$ cat config.mk
export PLATFORM = sky130hd
export DESIGN_NAME = block_table_fit_allocator
export DESIGN_NICKNAME = d
export VERILOG_FILES = /design/src/rtl/bfa_pkg.sv /design/src/rtl/bfa_table_mem.sv /design/src/rtl/bfa_fit_unit.sv /design/src/rtl/block_table_fit_allocator.sv
export SDC_FILE = /design/constraint.sdc
export NUM_CORES = 2
export LEC_CHECK = 0
export BUFFER_PORTS_ARGS = -buffer_cell sky130_fd_sc_hd__buf_2
export CORE_MARGIN = 5
export CORE_UTILIZATION = 55
export DETAILED_ROUTE_END_ITERATION = 10
export PLACE_DENSITY_LB_ADDON = 0.2
export SKIP_CTS_REPAIR_TIMING = 1
export SKIP_LAST_GASP = 1
export SYNTH_ARGS = -nofsm -noshare
export SYNTH_HDL_FRONTEND = slang
export SYNTH_SLANG_ARGS = --single-unit
export TNS_END_PERCENT = 20
$ cat constraint.sdc
create_clock -name clk -period 14.6 [get_ports clk]
set_input_delay 3.65 -clock clk [delete_from_list [all_inputs] [get_ports clk]]
set_output_delay 3.65 -clock clk [all_outputs]
set_load 0.01 [all_outputs]
$ cat src/rtl/bfa_pkg.sv
// ----------------------------------------------------------------------------
// bfa_pkg: shared definitions for the block table fit allocator
// Field widths, action, strategy and status codes, and the control and
// status structs that pass between the sequencer and the fit unit.
// ----------------------------------------------------------------------------
package bfa_pkg;

  localparam int ACTION_W = 2;
  localparam int STRAT_W  = 2;
  localparam int REQ_W    = 16;
  localparam int ID_W     = 6;
  localparam int STATUS_W = 3;

  // Action codes; the fourth code is a no-op that answers "not found".
  localparam logic [ACTION_W-1:0] ACT_LOAD  = 2'd0;
  localparam logic [ACTION_W-1:0] ACT_ALLOC = 2'd1;
  localparam logic [ACTION_W-1:0] ACT_FREE  = 2'd2;

  // Fit rules. Every code other than these two selects first-fit.
  localparam logic [STRAT_W-1:0] STRAT_BEST  = 2'd1;
  localparam logic [STRAT_W-1:0] STRAT_WORST = 2'd2;

  // Result status codes.
  localparam logic [STATUS_W-1:0] ST_FIT       = 3'd0;
  localparam logic [STATUS_W-1:0] ST_APPENDED  = 3'd1;
  localparam logic [STATUS_W-1:0] ST_FULL      = 3'd2;
  localparam logic [STATUS_W-1:0] ST_FREED     = 3'd3;
  localparam logic [STATUS_W-1:0] ST_NOT_FOUND = 3'd4;
  localparam logic [STATUS_W-1:0] ST_LOADED    = 3'd5;

  typedef struct packed {
    logic clear;   // start of a new scan
    logic sample;  // table read data is valid this cycle
  } fit_ctl_t;

  typedef struct packed {
    logic pick_found;  // a valid, free entry fits the request
    logic hole_found;  // an invalid entry was seen
  } fit_sts_t;

endpackage

$ cat src/rtl/bfa_table_mem.sv
// ----------------------------------------------------------------------------
// bfa_table_mem: block table storage
// Single write port, single read port, registered read data.
// ----------------------------------------------------------------------------
module bfa_table_mem #(
  parameter int DEPTH = 64,
  parameter int WIDTH = 18
) (
  input  logic                     clk,
  input  logic                     wr_en,
  input  logic [$clog2(DEPTH)-1:0] wr_addr,
  input  logic [WIDTH-1:0]         wr_data,
  input  logic                     rd_en,
  input  logic [$clog2(DEPTH)-1:0] rd_addr,
  output logic [WIDTH-1:0]         rd_data
);

  logic [WIDTH-1:0] mem [DEPTH];

  always_ff @(posedge clk) begin
    if (wr_en) begin
      mem[wr_addr] <= wr_data;
    end
  end

  always_ff @(posedge clk) begin
    if (rd_en) begin
      rd_data <= mem[rd_addr];
    end
  end

endmodule

$ cat src/rtl/bfa_fit_unit.sv
// ----------------------------------------------------------------------------
// bfa_fit_unit: running fit selection over a table scan
// Looks at one table entry per cycle while ctl.sample is set and keeps the best
// candidate so far under the chosen fit rule, plus the lowest invalid entry.
// ----------------------------------------------------------------------------
module bfa_fit_unit #(
  parameter int MAX_ENTRIES = 64,
  parameter int SIZE_BITS   = 16
) (
  input  logic                           clk,
  input  logic                           rst_n,
  input  bfa_pkg::fit_ctl_t              ctl,
  input  logic [bfa_pkg::STRAT_W-1:0]    strategy,
  input  logic [SIZE_BITS-1:0]           req_size,
  input  logic [$clog2(MAX_ENTRIES)-1:0] rd_idx,
  input  logic                           rd_valid,
  input  logic                           rd_in_use,
  input  logic [SIZE_BITS-1:0]           rd_size,
  output bfa_pkg::fit_sts_t              sts,
  output logic [$clog2(MAX_ENTRIES)-1:0] pick_idx,
  output logic [SIZE_BITS-1:0]           pick_size,
  output logic [$clog2(MAX_ENTRIES)-1:0] hole_idx
);
  import bfa_pkg::*;

  localparam int AW = $clog2(MAX_ENTRIES);

  logic            pick_vld_r;
  logic            hole_vld_r;
  logic [AW-1:0]   pick_idx_r;
  logic [SIZE_BITS-1:0] pick_size_r;
  logic [AW-1:0]   hole_idx_r;
  logic            fits;
  logic            take;
  logic            take_hole;

  always_comb begin
    fits = rd_valid && !rd_in_use && (rd_size >= req_size);
    // Strict compares keep the lowest index on ties.
    take = fits && (!pick_vld_r ||
                    ((strategy == STRAT_BEST)  && (rd_size < pick_size_r)) ||
                    ((strategy == STRAT_WORST) && (rd_size > pick_size_r)));
    take_hole = !rd_valid && !hole_vld_r;
  end

  always_ff @(posedge clk) begin
    if (!rst_n) begin
      pick_vld_r <= 1'b0;
      hole_vld_r <= 1'b0;
    end else if (ctl.clear) begin
      pick_vld_r <= 1'b0;
      hole_vld_r <= 1'b0;
    end else if (ctl.sample) begin
      if (take) begin
        pick_vld_r  <= 1'b1;
        pick_idx_r  <= rd_idx;
        pick_size_r <= rd_size;
      end
      if (take_hole) begin
        hole_vld_r <= 1'b1;
        hole_idx_r <= rd_idx;
      end
    end
  end

  assign sts.pick_found = pick_vld_r;
  assign sts.hole_found = hole_vld_r;
  assign pick_idx       = pick_idx_r;
  assign pick_size      = pick_size_r;
  assign hole_idx       = hole_idx_r;

endmodule

$ cat src/rtl/block_table_fit_allocator.sv
// ----------------------------------------------------------------------------
// block_table_fit_allocator: table-based first/best/worst fit allocator
// Steps: a load writes its entry on accept; a free reads the entry, then clears
// in_use if it is valid and in use; an allocate issues one table read per cycle
// over every entry, then commits. One transaction at a time: the next input is
// taken only once the result has been handed to the output register.
// Reset: synchronous, active low; afterwards a clearing pass invalidates
// every table entry, during which in_ready stays low.
// ----------------------------------------------------------------------------
module block_table_fit_allocator #(
  parameter int MAX_ENTRIES = 64,
  parameter int SIZE_BITS   = 16
) (
  input  logic                             clk,
  input  logic                             rst_n,
  input  logic                             in_valid,
  output logic                             in_ready,
  input  logic [bfa_pkg::ACTION_W-1:0]     in_action,
  input  logic [bfa_pkg::STRAT_W-1:0]      in_strategy,
  input  logic [bfa_pkg::REQ_W-1:0]        in_request_size,
  input  logic [bfa_pkg::ID_W-1:0]         in_entry_id,
  output logic                             out_valid,
  input  logic                             out_ready,
  output logic [bfa_pkg::STATUS_W-1:0]     out_status,
  output logic [bfa_pkg::ID_W-1:0]         out_granted_id
);
  import bfa_pkg::*;

  localparam int AW = $clog2(MAX_ENTRIES);
  localparam int EW = SIZE_BITS + 2;
  localparam logic [AW-1:0] LAST_IDX = AW'(MAX_ENTRIES - 1);

  // Each table word holds {valid, in_use, size}.
  localparam int V_BIT = EW - 1;
  localparam int U_BIT = EW - 2;

  typedef enum logic [2:0] {
    S_CLEAR,     // post-reset invalidation pass
    S_IDLE,      // waiting for an input transaction
    S_SCAN,      // allocate: issuing one table read per cycle
    S_DRAIN,     // allocate: last read data lands in the fit unit
    S_COMMIT,    // allocate: write back the chosen entry
    S_FREE_CHK,  // free: check the entry read back and clear in_use
    S_FINISH     // hand the result to the output register
  } state_t;

  state_t               state_r;
  logic [AW-1:0]        addr_r;
  logic                 rd_tag_r;
  logic [AW-1:0]        rd_idx_r;
  logic [SIZE_BITS-1:0] req_r;
  logic [STRAT_W-1:0]   strat_r;
  logic [AW-1:0]        id_r;
  logic [STATUS_W-1:0]  res_status_r;
  logic [ID_W-1:0]      res_granted_r;
  logic                 out_valid_r;
  logic [STATUS_W-1:0]  out_status_r;
  logic [ID_W-1:0]      out_granted_r;

  logic                 in_accept;
  logic                 id_in_range;
  logic [SIZE_BITS-1:0] req_in;

  logic                 mem_wr_en;
  logic [AW-1:0]        mem_wr_addr;
  logic [EW-1:0]        mem_wr_data;
  logic                 mem_rd_en;
  logic [AW-1:0]        mem_rd_addr;
  logic [EW-1:0]        mem_rd_data;

  fit_ctl_t             fit_ctl;
  fit_sts_t             fit_sts;
  logic [AW-1:0]        pick_idx;
  logic [SIZE_BITS-1:0] pick_size;
  logic [AW-1:0]        hole_idx;

  assign in_ready    = (state_r == S_IDLE);
  assign in_accept   = in_valid && in_ready;
  assign id_in_range = (32'(in_entry_id) < MAX_ENTRIES);
  // Request size is taken modulo 2^SIZE_BITS, or zero-extended when wider.
  assign req_in      = SIZE_BITS'(in_request_size);

  // The fit unit restarts on every accepted transaction and samples read
  // data in the cycle after each scan read.
  assign fit_ctl.clear  = in_accept;
  assign fit_ctl.sample = rd_tag_r;

  bfa_table_mem #(
    .DEPTH (MAX_ENTRIES),
    .WIDTH (EW)
  ) u_mem (
    .clk     (clk),
    .wr_en   (mem_wr_en),
    .wr_addr (mem_wr_addr),
    .wr_data (mem_wr_data),
    .rd_en   (mem_rd_en),
    .rd_addr (mem_rd_addr),
    .rd_data (mem_rd_data)
  );

  bfa_fit_unit #(
    .MAX_ENTRIES (MAX_ENTRIES),
    .SIZE_BITS   (SIZE_BITS)
  ) u_fit (
    .clk       (clk),
    .rst_n     (rst_n),
    .ctl       (fit_ctl),
    .strategy  (strat_r),
    .req_size  (req_r),
    .rd_idx    (rd_idx_r),
    .rd_valid  (mem_rd_data[V_BIT]),
    .rd_in_use (mem_rd_data[U_BIT]),
    .rd_size   (mem_rd_data[SIZE_BITS-1:0]),
    .sts       (fit_sts),
    .pick_idx  (pick_idx),
    .pick_size (pick_size),
    .hole_idx  (hole_idx)
  );

  // Table port control. Only one transaction is in flight, so a write-back
  // always completes before the next transaction reads the table.
  always_comb begin
    mem_wr_en   = 1'b0;
    mem_wr_addr = addr_r;
    mem_wr_data = '0;
    mem_rd_en   = 1'b0;
    mem_rd_addr = addr_r;
    unique case (state_r)
      S_CLEAR: begin
        mem_wr_en = 1'b1;
      end
      S_IDLE: begin
        if (in_accept && id_in_range && (in_action == ACT_LOAD)) begin
          // A load leaves the entry valid and free, even if it was in use.
          mem_wr_en   = 1'b1;
          mem_wr_addr = AW'(in_entry_id);
          mem_wr_data = {1'b1, 1'b0, req_in};
        end
        if (in_accept && id_in_range && (in_action == ACT_FREE)) begin
          mem_rd_en   = 1'b1;
          mem_rd_addr = AW'(in_entry_id);
        end
      end
      S_SCAN: begin
        mem_rd_en = 1'b1;
      end
      S_DRAIN: ;
      S_COMMIT: begin
        if (fit_sts.pick_found) begin
          mem_wr_en   = 1'b1;
          mem_wr_addr = pick_idx;
          mem_wr_data = {1'b1, 1'b1, pick_size};
        end else if (fit_sts.hole_found) begin
          // Nothing fits: the lowest invalid entry takes the exact request.
          mem_wr_en   = 1'b1;
          mem_wr_addr = hole_idx;
          mem_wr_data = {1'b1, 1'b1, req_r};
        end
      end
      S_FREE_CHK: begin
        if (mem_rd_data[V_BIT] && mem_rd_data[U_BIT]) begin
          mem_wr_en   = 1'b1;
          mem_wr_addr = id_r;
          mem_wr_data = {1'b1, 1'b0, mem_rd_data[SIZE_BITS-1:0]};
        end
      end
      S_FINISH: ;
    endcase
  end

  always_ff @(posedge clk) begin
    if (!rst_n) begin
      state_r     <= S_CLEAR;
      addr_r      <= '0;
      rd_tag_r    <= 1'b0;
      out_valid_r <= 1'b0;
    end else begin
      rd_tag_r <= (state_r == S_SCAN);
      rd_idx_r <= addr_r;
      // In S_FINISH the output register is refilled below whenever it drains.
      if (out_valid_r && out_ready && (state_r != S_FINISH)) begin
        out_valid_r <= 1'b0;
      end
      unique case (state_r)
        S_CLEAR: begin
          if (addr_r == LAST_IDX) begin
            addr_r  <= '0;
            state_r <= S_IDLE;
          end else begin
            addr_r <= addr_r + 1'b1;
          end
        end
        S_IDLE: begin
          if (in_valid) begin
            req_r         <= req_in;
            strat_r       <= in_strategy;
            id_r          <= AW'(in_entry_id);
            res_granted_r <= '0;
            unique case (in_action)
              ACT_LOAD: begin
                res_status_r <= ST_LOADED;
                state_r      <= S_FINISH;
              end
              ACT_ALLOC: begin
                addr_r  <= '0;
                state_r <= S_SCAN;
              end
              ACT_FREE: begin
                res_status_r <= ST_NOT_FOUND;
                state_r      <= id_in_range ? S_FREE_CHK : S_FINISH;
              end
              default: begin
                res_status_r <= ST_NOT_FOUND;
                state_r      <= S_FINISH;
              end
            endcase
          end
        end
        S_SCAN: begin
          if (addr_r == LAST_IDX) begin
            state_r <= S_DRAIN;
          end else begin
            addr_r <= addr_r + 1'b1;
          end
        end
        S_DRAIN: begin
          state_r <= S_COMMIT;
        end
        S_COMMIT: begin
          if (fit_sts.pick_found) begin
            res_status_r  <= ST_FIT;
            res_granted_r <= ID_W'(pick_idx);
          end else if (fit_sts.hole_found) begin
            res_status_r  <= ST_APPENDED;
            res_granted_r <= ID_W'(hole_idx);
          end else begin
            res_status_r  <= ST_FULL;
            res_granted_r <= '0;
          end
          state_r <= S_FINISH;
        end
        S_FREE_CHK: begin
          res_status_r <= (mem_rd_data[V_BIT] && mem_rd_data[U_BIT]) ?
                          ST_FREED : ST_NOT_FOUND;
          state_r      <= S_FINISH;
        end
        S_FINISH: begin
          // Wait here until the output register is empty or being drained.
          if (!out_valid_r || out_ready) begin
            out_valid_r   <= 1'b1;
            out_status_r  <= res_status_r;
            out_granted_r <= res_granted_r;
            state_r       <= S_IDLE;
          end
        end
      endcase
    end
  end

  assign out_valid      = out_valid_r;
  assign out_status     = out_status_r;
  assign out_granted_id = out_granted_r;

endmodule

Word level (Yosys, flattened, before mapping)

Memory sizes are Yosys's and may differ from the RTL's. A register that Yosys moved wholly into a read port is not among the register bits.
Index checks and enable logic that the tools add are counted.

Register bits after elaboration: 89
RAM bits: 1152
Output and inout port bits: 11
Logic and storage cells: 125
Memories: 1

Memory list:

| memory    | depth | width | read ports | clocked after Yosys merged registers in | wr ports | RTL line            | source |
|---|---|---|---|---|---|---|---|
| u_mem.mem | 64    | 18    | 1          | 1                                       | 1        | bfa_table_mem.sv:18 | `logic [WIDTH-1:0] mem [DEPTH];` |

$add $sub $neg: 1
Order comparisons: 3
Equal/unequal tests: 19
Mux-type cells: 45
Bitwise gates (word level): 2
Reduce and logical (&&, ||, !) cells: 37

Operators with widths:

| cell                                                                   | number |
|---|---|
| 6-bit two-way mux                                                      | 13 |
| 18-bit two-way mux                                                     | 4 |
| 18-bit one-hot mux with 3 select lines                                 | 1 |
| 6-bit one-hot mux with 3 select lines                                  | 2 |
| 4-bit AND reduction                                                    | 5 |
| 3-bit two-way mux                                                      | 6 |
| 3-bit one-hot mux with 6 select lines                                  | 1 |
| 16-bit >= comparator                                                   | 1 |
| 16-bit > comparator                                                    | 1 |
| 16-bit less-than comparator                                            | 1 |
| 1-bit logical AND                                                      | 12 |
| 3-bit one-hot mux with 2 select lines                                  | 2 |
| 6-bit one-hot mux with 2 select lines                                  | 1 |
| 1-bit two-way mux                                                      | 10 |
| 2-bit inequality test (second input constant)                          | 5 |
| 3-bit equality test (second input constant)                            | 3 |
| 3-bit one-hot mux with 3 select lines                                  | 1 |
| 3-bit AND reduction                                                    | 3 |
| 6-bit by 1-bit adder with 6-bit output (second input constant)         | 1 |
| 3-bit by 2-bit equality test with 1-bit output (second input constant) | 2 |
| 6-bit equality test (second input constant)                            | 1 |
| 3-bit nonzero test                                                     | 2 |
| 1-bit zero test                                                        | 5 |
| 2-bit by 1-bit equality test with 1-bit output (second input constant) | 2 |
| other kinds (14)                                                       | 22 |

Depth between registers and ports, before layout

Depth in word-level cells: 7
Gate-level depth with buffers: 12
Gate-level depth less buffers: 9

Hierarchy

From an unflattened synthesis, not the netlist that was laid out.

Cells, all modules: 2349
Area, all modules: 49406.1 um2

Modules (own cells, without submodules):

| module                    | times used | cells an instance | area an instance (um2) | seq. area each (um2) |
|---|---|---|---|---|
| bfa_table_mem             | 1          | 1957              | 44808.0                | 35133.7 |
| block_table_fit_allocator | 1          | 234               | 2790.2                 | 1661.6 |
| bfa_fit_unit              | 1          | 158               | 1808.0                 | 880.8 |

Least setup slack after synthesis

OpenSTA, ideal clock, no wires.

Kind: in2reg
Start point: input in_valid
End point: memory u_mem.mem[33][0] (enable)
Library setup time: 395 ps
Arrival: 6129 ps
Data required time: 14205 ps
Path slack: 8076 ps
Stages: 8
Path buffers: 1
Path through: nand4bb_2 buf_6 nor3_1 nor3_2 a21oi_1 nor2b_1 nand4b_1 nor2b_1

Cells in the longest elaborated chain, start to end: 6
Elaborated cells between the ends (all ways): 8
Classes of those cells: mux: 6; reduce/logical: 2

Ends and longest elaborated chain:

| item                                    | RTL line                         | source |
|---|---|---|
| start, declared                         | block_table_fit_allocator.sv:16  | `input logic in_valid,` |
| 1-bit logical AND (*)                   | block_table_fit_allocator.sv:78  | `assign in_accept = in_valid && in_ready;` |
| 1-bit logical AND (*)                   | block_table_fit_allocator.sv:133 | `if (in_accept && id_in_range && (in_action == ACT_LOAD)) begin` |
| 1-bit two-way mux                       | block_table_fit_allocator.sv:133 |  |
| 1-bit one-hot mux with 4 select lines   | block_table_fit_allocator.sv:128 | `unique case (state_r)` |
| 1-bit two-way mux                       | bfa_table_mem.sv:21              | `if (wr_en) begin` |
| 1-bit two-way mux (not written as such) | bfa_table_mem.sv:22              | `mem[wr_addr] <= wr_data;` |
| end, declared                           | bfa_table_mem.sv:18              |  |

Mark *: on every way between the ends. The rest lies on a longest branch, timed or not.

Worst setup path in the final report

Start point: input in_action[0] in the netlist's numbering
End point: register u_mem.rd_data[5] (read register of u_mem.mem) (data pin)

Cells in the longest elaborated chain, start to end: 4
Elaborated cells between the ends (all ways): 6
Classes of those cells: eq/ne: 1; mux: 4; reduce/logical: 1

Ends and longest elaborated chain:

| item                                                                              | RTL line                         | source |
|---|---|---|
| start, declared                                                                   | block_table_fit_allocator.sv:18  | `input logic [bfa_pkg::ACTION_W-1:0] in_action,` |
| 2-bit equality test (*)                                                           | block_table_fit_allocator.sv:139 | `if (in_accept && id_in_range && (in_action == ACT_FREE)) begin` |
| 1-bit logical AND (*)                                                             | block_table_fit_allocator.sv:139 |  |
| 1-bit two-way mux / 6-bit two-way mux (equally long branches)                     | block_table_fit_allocator.sv:139 |  |
| 1-bit one-hot mux with 2 select lines / 6-bit two-way mux (equally long branches) | block_table_fit_allocator.sv:128 |  |
| end, declared                                                                     | bfa_table_mem.sv:15              | `output logic [WIDTH-1:0] rd_data` |

Marks and branches as above.
A chain may end at the register's enable or synchronous reset.

==> flow_metrics.env <==
export IMPL_status="complete, but fails checks"
export IMPL_violations="max-capacitance violations, max-slew violations"
export IMPL_insertion_delay_ns=0.72
export IMPL_syn_num_nets=3246
export IMPL_vias_per_cell=6.419
export IMPL_wl_per_cell_um=28.51
export IMPL_io_pins=41
export IMPL_clkTransAtPathRegs_ns=0.07
export IMPL_drcViolationCount=0
export IMPL_grt_pass1_wl_um=191500
export IMPL_synth_edf_count=1246
export IMPL_cts_sinks=1259
export IMPL_layout_commonest_cell="edfxtp_1"
export IMPL_path_class="primary input to flop"
export IMPL_drt_total_wl_um=131300
export IMPL_p_leak_nw=19.59
export IMPL_grt_max_degree=311
export IMPL_finalSetupTns_ns=0
export IMPL_num_nets_final=3306
export IMPL_cts_htree_levels=3
export IMPL_rows=112
export IMPL_synthCells=3183
export IMPL_cp_start_kind="primary input"
export IMPL_synth_area_per_cell_um2=16.26
export IMPL_initial_utilization_pct=55.47
export IMPL_reg2reg_from="state_r[0]$_SDFFE_PN0P_"
export IMPL_dp_hpwl_um=73030
export IMPL_yosysSeqAreaShare_pct=72.78
export IMPL_rr_worst_depth=8
export IMPL_numCtsBuffers=121
export IMPL_synthMuxAreaShare_pct=6.371
export IMPL_finalMaxSlewViolations=2
export IMPL_grt_pass1_vias=28830
export IMPL_die_h_um=316.8
export IMPL_worstHoldPathCells=0
export IMPL_clockRootBuffer="clkbuf_16"
export IMPL_period_needed_ns=8.399
export IMPL_dp_cells=4374
export IMPL_fin_hold_ws_ns=0.4192
export IMPL_worstPathMaxFanout=310
export IMPL_fmax_mhz=119.1
export IMPL_ys_flop_type="edfxtp_1"
export IMPL_mostFrequentLayoutCells="edfxtp_1, and3_1, a21boi_0"
export IMPL_relSlewSlack_pct=-1.807
export IMPL_cts_tree="built"
export IMPL_gp_congestion=0.8772
export IMPL_min_from="res_status_r[0]$_DFFE_PP_"
export IMPL_syn_to_final_growth_pct=11.75
export IMPL_synthSimpleGateAreaFrac_pct=7.599
export IMPL_antenna_left=0
export IMPL_rsz0062_at_grt="no"
export IMPL_grt_overflow_total=0
export IMPL_fin_util_pct=61.99
export IMPL_async_reset_ff_share_pct=0
export IMPL_nFillCells=6705
export IMPL_required_ns=14.97
export IMPL_hold_path_class="flop to flop"
export IMPL_min_to="out_status[0]$_DFFE_PP_"
export IMPL_fp_dieW_um=316.8
export IMPL_portBuffers=40
export IMPL_max_vdd_ir_drop_mv=0.1139
export IMPL_setup_viol=0
export IMPL_core_um2=93330
export IMPL_maxCapViolCount=1
export IMPL_ff2ff_setup_slack_ns=8.49
export IMPL_worstPathArrival_ns=8.77
export IMPL_finalCritPeriodShare_pct=57.52
export IMPL_finalNonFillerCells=4606
export IMPL_fin_skew_ns=0.02993
export IMPL_endpoint_kind="flop"
export IMPL_synth_top_family_by_area="compound AO/OA/AOI/OAI gates"
export IMPL_seq_area_um2=37680
export IMPL_yosys_warnings=0
export IMPL_synth_cell_types=68
export IMPL_clockBufferDepth=3
export IMPL_synth_compound_area_share_pct=10.23
export IMPL_drive_above_1_share_pct=17.25
export IMPL_r2r_end="u_mem.rd_data[13]$_DFFE_PP_"
export IMPL_multiInputGateArea_um2=13320
export IMPL_synth_seq_cells=1259
export IMPL_synth_xor_area_share_pct=0.06767
export IMPL_powerDensity_nw_per_um2=125.6
export IMPL_finalHoldViolations=0
export IMPL_tightest_slew_ns=1.513
export IMPL_antenna_found_initial=3
export IMPL_vias=29570
export IMPL_synth_adder_area_share_pct=0.7976
export IMPL_syn_area_um2=51770
export IMPL_drt_first_iter_violations=3895
export IMPL_grt_usage_pct=26.04
export IMPL_drt_pass1_iterations=8
export IMPL_fp_dieArea_um2=100400
[stage by stage]
step           power, W  area, um^2  worst slack [ns]
4_1_cts        0.007306       57850             6.064
2_1_floorplan  0.004150       51770             8.076
3_3_place_gp   0.004210       53790             5.224
3_5_place_dp   0.004220       53890             5.328
6_report       0.007269       57850             6.201
5_1_grt        0.007480       57850             5.827
[worst max path at each step]
| stage | slack [ns] | start | cells past startpoint | to |
|---|---|---|---|---|
| after floorplan | 8.08 | in_valid | 8 | u_mem.mem[33][0]$_DFFE_PP_ |
| after global placement | 5.22 | in_valid | 9 | u_mem.rd_data[3]$_DFFE_PP_ |
| after detailed placement | 5.33 | in_valid | 9 | u_mem.rd_data[0]$_DFFE_PP_ |
| after CTS | 6.06 | in_valid | 9 | u_mem.rd_data[0]$_DFFE_PP_ |
| after global routing | 5.83 | in_valid | 9 | u_mem.rd_data[0]$_DFFE_PP_ |
| final | 6.20 | in_action[0] | 10 | u_mem.rd_data[5]$_DFFE_PP_ |
[per-layer routing]
layer,vias to the layer above,GRT usage [%],part of all wire [%]
met3,237,3.949,8.2
li1,12820,-,-
met5,-,0,0.014
met2,1363,43.46,50
met4,2,7.749,3.1
met1,15140,36.24,39
[cell type report]
class,instances,area share [%]
clock inverters,82,1.393
diodes,1,0.004326
well taps,1254,2.712
inverters,43,0.2790
multi-input cells,1654,23.02
clock buffers,149,5.452
flip-flops and latches,1259,65.13
repair buffers,164,2.011
[synthesized netlist by cell type (3+ instances only)]
library cell	count	share of area [%]
a2111oi_0	18	0.30
a21boi_0	288	4.2
a21o_1	11	0.16
a21oi_1	26	0.25
a221o_1	6	0.12
a22oi_1	32	0.46
a31oi_1	6	0.073
a32o_1	5	0.097
a41oi_1	74	1.3
and2_1	4	0.048
and2b_1	7	0.10
and3_1	290	3.5
buf_1	11	0.080
buf_2	14	0.14
buf_4	7	0.10
buf_6	8	0.17
clkbuf_1	187	1.4
dfxtp_1	13	0.50
edfxtp_1	1246	72
ha_1	33	0.80
inv_1	43	0.31
mux2i_1	4	0.077
mux4_2	144	6.3
nand2_1	37	0.27
nand2b_1	13	0.16
nand3_1	29	0.28
nand3b_1	3	0.044
nand4_1	7	0.085
nor2_1	91	0.66
nor2b_1	131	1.6
nor3_1	8	0.077
nor4_1	42	0.51
o21ai_0	241	2.3
o21ai_1	58	0.56
[cells by family after synthesis]
| group | Yosys count |
|---|---|
| flip-flops | 1259 |
| AO/OA/AOI/OAI | 788 |
| AND/OR/NAND/NOR | 680 |
| buffers and inverters | 270 |
| multiplexers | 149 |
| adder cells (fa/ha/maj) | 33 |
| XOR/XNOR | 4 |
[state kept, by name (all words and copies together), names as in the netlist, 6 cells and up]
name and cells:
addr_r 6, id_r 6, out_granted_id 6, rd_idx_r 6, req_r 16, res_granted_r 6
u_fit.hole_idx 6, u_fit.pick_idx 6, u_fit.pick_size 16, u_mem.mem 1152, u_mem.rd_data 18
[where the power goes]
part	switching, W	leakage [nW]	internal (W)
clock	0.00133	1.94	0.00180
sequential	0.00000666	12.3	0.00394
combinational	0.000127	5.31	0.0000739
total	0.00146	19.6	0.00581
[worst max-delay path, stage by stage]
cell,delay (ns)
buf_2,0.12
nand2b_1,0.41
or3_4,0.60
buf_4,0.79
buf_12,0.61
a21boi_0,0.22
o21ai_0,0.26
a41oi_1,0.27
nor4_1,1.19
nand3_1,0.27
Note: power is estimated with default switching activity, not from simulation.
